**config.mk**
```make
export PLATFORM = sky130hd
export DESIGN_NAME = keyword_substitution_cipher_core
export DESIGN_NICKNAME = d
export VERILOG_FILES = /design/src/rtl/kwsc_pkg.sv /design/src/rtl/keyword_substitution_cipher_core.sv /design/src/rtl/kwsc_ctrl.sv /design/src/rtl/kwsc_datapath.sv
export SDC_FILE = /design/constraint.sdc
export NUM_CORES = 1
export LEC_CHECK = 0
export CAP_MARGIN = 30
export CORE_MARGIN = 1.5
export CORE_UTILIZATION = 50
export DETAILED_ROUTE_END_ITERATION = 12
export DONT_BUFFER_PORTS = 1
export SLEW_MARGIN = 25
export SYNTH_ARGS = -nofsm -noshare
export SYNTH_HDL_FRONTEND = slang
export SYNTH_SLANG_ARGS = --single-unit
```
**constraint.sdc**
```tcl
create_clock -name clock -period 9.9 [get_ports clock]
set_clock_uncertainty 0.05 [all_clocks]
set_input_delay 0 -clock clock [delete_from_list [all_inputs] [get_ports clock]]
set_output_delay 0 -clock clock [all_outputs]
set_load 0.1 [all_outputs]
```
**src/rtl/kwsc_pkg.sv**
```systemverilog
// Shared types and constants for the keyword substitution cipher core.
// No dependencies.
package kwsc_pkg;

   localparam int unsigned LETTER_COUNT = 26;
   localparam int unsigned LETTER_W     = 5;
   localparam int unsigned BYTE_W       = 8;
   localparam int unsigned OP_W         = 2;

   localparam logic [BYTE_W-1:0] CHAR_UPPER_A = 8'h41;
   localparam logic [BYTE_W-1:0] CHAR_UPPER_Z = 8'h5A;
   localparam logic [BYTE_W-1:0] CHAR_LOWER_A = 8'h61;
   localparam logic [BYTE_W-1:0] CHAR_LOWER_Z = 8'h7A;

   localparam logic [LETTER_W-1:0] LAST_LETTER = LETTER_W'(LETTER_COUNT - 1);

   typedef enum logic [OP_W-1:0] {
      OP_KEY_LETTER = 2'd0,
      OP_KEY_END    = 2'd1,
      OP_TEXT       = 2'd2,
      OP_UNUSED     = 2'd3
   } op_type;

   typedef struct packed {
      logic load_key;
      logic fill_start;
      logic fill_step;
      logic load_rsp;
   } cmd_type;

   typedef struct packed {
      logic tables_ready;
      logic fill_last;
   } status_type;

endpackage

```
**src/rtl/keyword_substitution_cipher_core.sv**
```systemverilog
// Keyword substitution cipher core. Key letters (case folded, non-letters and
// repeats ignored) and text bytes are taken one item per cycle; a text item's
// result is held in an output register, and the next item is accepted only once
// that result leaves or in the cycle it leaves, so a stalled result stalls the
// input. The first end-of-key item starts a walk from Z down to A that appends the
// unused letters, one letter per cycle, during which req_tready is low; a repeated
// end of key is accepted and changes nothing.
// The inverse table is written alongside the forward table, so no separate pass
// is needed. Text before end of key passes through.
// Depends on kwsc_pkg, kwsc_ctrl and kwsc_datapath.
module keyword_substitution_cipher_core (
   input  logic       clock,
   input  logic       reset,
   input  logic       req_tvalid,
   output logic       req_tready,
   input  logic [7:0] req_tdata,   // [7:0] in_byte
   input  logic [1:0] req_tuser,   // [1:0] operation
   output logic       rsp_tvalid,
   input  logic       rsp_tready,
   output logic [7:0] rsp_tdata,   // [7:0] out_byte
   input  logic       csr_wr_en,
   input  logic       csr_wr_data  // decrypt_mode
);
   import kwsc_pkg::*;

   cmd_type    cmd;
   status_type status;

   kwsc_ctrl u_ctrl (
      .clock      (clock),
      .reset      (reset),
      .req_tvalid (req_tvalid),
      .req_tready (req_tready),
      .req_op     (req_tuser),
      .rsp_tvalid (rsp_tvalid),
      .rsp_tready (rsp_tready),
      .status     (status),
      .cmd        (cmd)
   );

   kwsc_datapath u_datapath (
      .clock       (clock),
      .reset       (reset),
      .in_byte     (req_tdata),
      .csr_wr_en   (csr_wr_en),
      .csr_wr_data (csr_wr_data),
      .cmd         (cmd),
      .status      (status),
      .rsp_byte    (rsp_tdata)
   );

   a_text_gives_rsp: assert property (@(posedge clock) disable iff (reset)
      (req_tvalid && req_tready && (req_tuser == OP_TEXT)) |=> rsp_tvalid)
      else $error("text item did not produce a result");

   a_fill_blocks_input: assert property (@(posedge clock) disable iff (reset)
      (req_tvalid && req_tready && (req_tuser == OP_KEY_END) && !status.tables_ready)
      |=> !req_tready)
      else $error("input accepted during alphabet fill");

   a_no_key_after_ready: assert property (@(posedge clock) disable iff (reset)
      status.tables_ready |-> !cmd.load_key && !cmd.fill_start)
      else $error("key update after tables ready");

endmodule

```
**src/rtl/kwsc_ctrl.sv**
```systemverilog
// Controller for the keyword substitution cipher core: accept logic, fill
// sequencing and the result valid flag. Depends on kwsc_pkg.
module kwsc_ctrl (
   input  logic                   clock,
   input  logic                   reset,
   input  logic                   req_tvalid,
   output logic                   req_tready,
   input  logic [kwsc_pkg::OP_W-1:0] req_op,
   output logic                   rsp_tvalid,
   input  logic                   rsp_tready,
   input  kwsc_pkg::status_type   status,
   output kwsc_pkg::cmd_type      cmd
);
   import kwsc_pkg::*;

   typedef enum logic [1:0] {
      ST_IDLE = 2'b01,
      ST_FILL = 2'b10
   } state_type;

   state_type state_ff, state_in;
   logic      rsp_valid_ff, rsp_valid_in;
   logic      req_fire;
   op_type    op;

   assign op         = op_type'(req_op);
   assign req_tready = (state_ff == ST_IDLE) && (!rsp_valid_ff || rsp_tready);
   assign req_fire   = req_tvalid && req_tready;
   assign rsp_tvalid = rsp_valid_ff;

   always_comb begin
      state_in       = state_ff;
      cmd.load_key   = 1'b0;
      cmd.fill_start = 1'b0;
      cmd.fill_step  = 1'b0;
      cmd.load_rsp   = 1'b0;
      unique case (state_ff)
         ST_IDLE: begin
            if (req_fire) begin
               unique case (op)
                  OP_KEY_LETTER: cmd.load_key = !status.tables_ready;
                  OP_KEY_END: begin
                     if (!status.tables_ready) begin
                        cmd.fill_start = 1'b1;
                        state_in       = ST_FILL;
                     end
                  end
                  OP_TEXT:   cmd.load_rsp = 1'b1;
                  default:   ;
               endcase
            end
         end
         ST_FILL: begin
            cmd.fill_step = 1'b1;
            if (status.fill_last) begin
               state_in = ST_IDLE;
            end
         end
         default: state_in = ST_IDLE;
      endcase
   end

   always_comb begin
      rsp_valid_in = rsp_valid_ff;
      priority if (cmd.load_rsp) begin
         rsp_valid_in = 1'b1;
      end else if (rsp_tready) begin
         rsp_valid_in = 1'b0;
      end
   end

   always_ff @(posedge clock) begin
      if (reset) begin
         state_ff     <= ST_IDLE;
         rsp_valid_ff <= 1'b0;
      end else begin
         state_ff     <= state_in;
         rsp_valid_ff <= rsp_valid_in;
      end
   end

endmodule

```
**src/rtl/kwsc_datapath.sv**
```systemverilog
// Datapath for the keyword substitution cipher core: letter set, cipher and
// inverse tables, fill counter, mode register and result byte. Depends on kwsc_pkg.
module kwsc_datapath (
   input  logic                       clock,
   input  logic                       reset,
   input  logic [kwsc_pkg::BYTE_W-1:0] in_byte,
   input  logic                       csr_wr_en,
   input  logic                       csr_wr_data,
   input  kwsc_pkg::cmd_type          cmd,
   output kwsc_pkg::status_type       status,
   output logic [kwsc_pkg::BYTE_W-1:0] rsp_byte
);
   import kwsc_pkg::*;

   logic [LETTER_W-1:0]     cipher_ff  [LETTER_COUNT];
   logic [LETTER_W-1:0]     inverse_ff [LETTER_COUNT];
   logic [LETTER_COUNT-1:0] used_ff, used_in;
   logic [LETTER_W-1:0]     slots_ff, slots_in;
   logic                    ready_ff, ready_in;
   logic [LETTER_W-1:0]     fill_idx_ff, fill_idx_in;
   logic                    decrypt_ff;
   logic [BYTE_W-1:0]       rsp_byte_ff;

   logic                    is_upper, is_lower, is_letter;
   logic [LETTER_W-1:0]     in_idx;
   logic [LETTER_W-1:0]     add_idx;
   logic                    add_valid, add_en;
   logic [LETTER_W-1:0]     mapped;
   logic [BYTE_W-1:0]       rsp_in;

   assign is_upper  = (in_byte >= CHAR_UPPER_A) && (in_byte <= CHAR_UPPER_Z);
   assign is_lower  = (in_byte >= CHAR_LOWER_A) && (in_byte <= CHAR_LOWER_Z);
   assign is_letter = is_upper || is_lower;

   always_comb begin
      logic [BYTE_W-1:0] diff;
      diff   = is_upper ? (in_byte - CHAR_UPPER_A) : (in_byte - CHAR_LOWER_A);
      in_idx = diff[LETTER_W-1:0];
   end

   // Shared append: key letters from the input, fill letters from Z down to A.
   assign add_idx   = cmd.fill_step ? fill_idx_ff : in_idx;
   assign add_valid = cmd.fill_step || (cmd.load_key && is_letter);
   assign add_en    = add_valid && !ready_ff && (slots_ff < LETTER_W'(LETTER_COUNT))
                      && !used_ff[add_idx];

   always_comb begin
      used_in     = used_ff;
      slots_in    = slots_ff;
      ready_in    = ready_ff;
      fill_idx_in = fill_idx_ff;
      if (add_en) begin
         used_in[add_idx] = 1'b1;
         slots_in         = slots_ff + LETTER_W'(1);
      end
      if (cmd.fill_start) begin
         fill_idx_in = LAST_LETTER;
      end else if (cmd.fill_step) begin
         fill_idx_in = fill_idx_ff - LETTER_W'(1);
         if (fill_idx_ff == '0) begin
            ready_in = 1'b1;
         end
      end
   end

   assign mapped = decrypt_ff ? inverse_ff[in_idx] : cipher_ff[in_idx];

   always_comb begin
      rsp_in = in_byte;
      if (ready_ff && is_letter) begin
         rsp_in = (is_lower ? CHAR_LOWER_A : CHAR_UPPER_A) + {3'b000, mapped};
      end
   end

   always_ff @(posedge clock) begin
      if (reset) begin
         used_ff    <= '0;
         slots_ff   <= '0;
         ready_ff   <= 1'b0;
         decrypt_ff <= 1'b0;
      end else begin
         used_ff  <= used_in;
         slots_ff <= slots_in;
         ready_ff <= ready_in;
         if (csr_wr_en) begin
            decrypt_ff <= csr_wr_data;
         end
      end
   end

   // Inverse entry is written together with the forward entry.
   always_ff @(posedge clock) begin
      fill_idx_ff <= fill_idx_in;
      if (add_en) begin
         cipher_ff[slots_ff] <= add_idx;
         inverse_ff[add_idx] <= slots_ff;
      end
      if (cmd.load_rsp) begin
         rsp_byte_ff <= rsp_in;
      end
   end

   assign status.tables_ready = ready_ff;
   assign status.fill_last    = (fill_idx_ff == '0);
   assign rsp_byte            = rsp_byte_ff;

endmodule

```
==> flow_metrics.env <==
export IMPL_synth_simple_area_share=0.0851
export IMPL_rows=58
export IMPL_rsz0062_at_grt="false"
export IMPL_dp_hpwl_um=18700
export IMPL_gp_congestion=0.887
export IMPL_end_kind="flop"
export IMPL_num_fill_cells=1962
export IMPL_syn_nets=845
export IMPL_io_buffer_count=0
export IMPL_worstPathRequired_ps=9980
export IMPL_final_setup_tns_ps=0
export IMPL_gr_total_overflow=0
export IMPL_vias=7334
export IMPL_multi_input_area_um2=3750
export IMPL_power_leakage_nw=4.94
export IMPL_start_util=0.510
export IMPL_grt_start_max_net_pins=80
export IMPL_synthMuxAreaShare=0.139
export IMPL_worst_pin_slew_ps=949
export IMPL_drv_cap=0
export IMPL_final_common_cell="edfxtp_1"
export IMPL_min_period_over_period=0.455
export IMPL_drive_above_1_share=0.183
export IMPL_setup_violations=0
export IMPL_ant_nets=0
export IMPL_core_um2=25300
export IMPL_ios=26
export IMPL_hold_buffers=20
export IMPL_synth_cell_type_count=61
export IMPL_critPathMaxFanout=34
export IMPL_routed_wl_um=29500
export IMPL_max_freq_mhz=222
export IMPL_synth_compound_area_share=0.0480
export IMPL_vdd_drop_max_uv=131
export IMPL_synth_edf_count=268
export IMPL_clock_sinks=309
export IMPL_clock_root_buffer="clkbuf_16"
export IMPL_startpoint_type="flop"
export IMPL_cts_tree="yes"
export IMPL_hold_ws_ps=94.1
export IMPL_syn_avg_cell_area_um2=15.7
export IMPL_grt_pass1_vias=7526
export IMPL_htreeDepth=2
export IMPL_die_w_um=163
export IMPL_hold_violations=0
export IMPL_die_h_um=163
export IMPL_synth_cells=820
export IMPL_cts_setup_buffers=0
export IMPL_antenna_cells=0
export IMPL_clock_latency_ps=520
export IMPL_grt_pass1_wl_um=45000
export IMPL_synth_top_family_by_area="multiplexers"
export IMPL_yosys_warnings=0
export IMPL_p_per_area_nw_per_um2=194
export IMPL_synth_seq_cells=309
export IMPL_via_per_inst=6.09
export IMPL_final_cell_mix="edfxtp_1, nor2_1, mux4_2"
export IMPL_async_reset_ff_frac=0
export IMPL_synthesis_area_um2=12900
export IMPL_arrival_ps=4590
export IMPL_synthAdderAreaFrac=0.00875
export IMPL_critPathKind="flop to flop"
export IMPL_path_clk_slew_ps=60
export IMPL_dr_pass1_iters=5
export IMPL_status="finished clean"
export IMPL_drc=0
export IMPL_ys_flop_type="edfxtp_1"
export IMPL_die_area_um2=26700
export IMPL_numCtsBuffers=34
export IMPL_wl_per_cell_um=24.5
export IMPL_hp_class="input pin to flop"
export IMPL_cts_buffer_depth=3
export IMPL_post_cts_resized=0
export IMPL_nNetsFinal=875
export IMPL_slew_headroom=0.363
export IMPL_slew_violations=0
export IMPL_syn_to_final_growth_pct=12.9
export IMPL_drt_iter0_drc=625
export IMPL_regArea_um2=8870
export IMPL_antenna_found_initial=1
export IMPL_synth_xor_area_frac=0.00875
export IMPL_finalCriticalPeriod_ps=4510
export IMPL_grt_usage=0.230
export IMPL_ys_seq_area_frac=0.689
==> logic make-up after synthesis <==
kind of cell / count (synthesis)
DFF: 309
and+or+nand+nor: 243
muxes: 95
AOI/OAI and AO/OA: 90
buffers and inverters: 62
xor gates and xnor gates: 12
adders and majority gates: 9
==> metrics by stage <==
step	power, mW	worst slack, ps	instances	util	instance area (µm²)
2_1_floorplan	1.57	4420	820	-	12900
3_3_place_gp	1.61	5580	1124	0.524	13200
3_5_place_dp	1.61	5420	1124	0.524	13200
4_1_cts	2.84	5400	1204	0.575	14500
5_1_grt	2.90	5060	1204	0.575	14500
6_report	2.82	5390	1204	0.575	14500
==> routing by layer <==
| metal | GRT usage | routed length, µm | vias up |
|---|---|---|---|
| met1 | 0.322 | 12700 | 3756 |
| met4 | 0.0711 | 755 | 0 |
| li1 | - | - | 3234 |
| met3 | 0.0462 | 2130 | 51 |
| met2 | 0.364 | 13900 | 293 |
| met5 | 0 | 0 | - |
==> cell usage after synthesis, types with 4 or more instances <==
cell type / count / area share
edfxtp_1: 268 / 0.63
nand2_1: 48 / 0.014
inv_1: 21 / 0.0061
buf_2: 16 / 0.0062
ha_1: 9 / 0.0087
nor2b_1: 4 / 0.0019
nor2_1: 120 / 0.035
nand3b_1: 4 / 0.0023
mux2i_1: 18 / 0.014
and3_1: 6 / 0.0029
nand3_1: 17 / 0.0066
nand2b_1: 5 / 0.0024
o21ai_0: 10 / 0.0039
o22ai_1: 12 / 0.0058
xnor2_1: 7 / 0.0048
mux4_2: 66 / 0.12
buf_4: 5 / 0.0029
xor2_1: 4 / 0.0027
nand2_2: 5 / 0.0024
a21oi_1: 19 / 0.0074
nor3_1: 13 / 0.0051
o211ai_1: 5 / 0.0029
clkbuf_1: 15 / 0.0044
o221ai_1: 9 / 0.0061
dfxtp_1: 41 / 0.064
mux2_2: 8 / 0.0070
a31oi_1: 15 / 0.0073
==> path summary, 6_finish.rpt <==
kind	startpoint	endpoint	slack (ps)	cells past startpoint
worst max-delay path	u_ctrl.state_ff[0]	u_datapath.inverse_ff[22][1]	5390	10
worst min-delay path	req_tuser[1]	u_datapath.used_ff[15]	90	5
worst max register to register	u_ctrl.state_ff[0]	u_datapath.inverse_ff[22][1]	5390	10
worst min register to register	u_datapath.used_ff[4]	u_datapath.used_ff[4]	420	2
==> worst max-delay path, cell delays in order, from the launching register on <==
cell and delay (ps):
dfxtp_1 330, nand2b_1 290, a21o_1 360, inv_2 550
mux4_2 590, nand4_1 120, nand4_2 190, a211oi_4 450
buf_4 370, inv_1 230, nor3_1 600
==> flip-flops by register name (all words and copies together) (netlist names) <==
name                    flops
u_datapath.used_ff         26
u_datapath.ready_ff         1
u_datapath.rsp_byte         8
u_ctrl.state_ff             2
u_datapath.fill_idx_ff      5
u_datapath.slots_ff         5
u_datapath.inverse_ff     130
u_datapath.decrypt_ff       1
u_ctrl.rsp_tvalid           1
u_datapath.cipher_ff      130
==> power by group <==
group / leakage [nW] / internal [mW] / total (mW) / switching, mW
clock: 0.526 / 0.726 / 1.23 / 0.501
combinational: 1.44 / 0.0622 / 0.170 / 0.107
sequential: 2.98 / 1.41 / 1.42 / 0.0100
==> area by class of cell <==
| cell class | count | share of cell area |
|---|---|---|
| Multi-Input combinational cell | 449 | 0.258 |
| Tap cell | 330 | 0.0284 |
| Clock buffer | 42 | 0.0613 |
| Clock inverter | 18 | 0.0138 |
| Timing Repair Buffer | 32 | 0.0219 |
| Inverter | 24 | 0.00620 |
| Sequential cell | 309 | 0.610 |
Note: power is estimated with default switching activity, not from simulation.
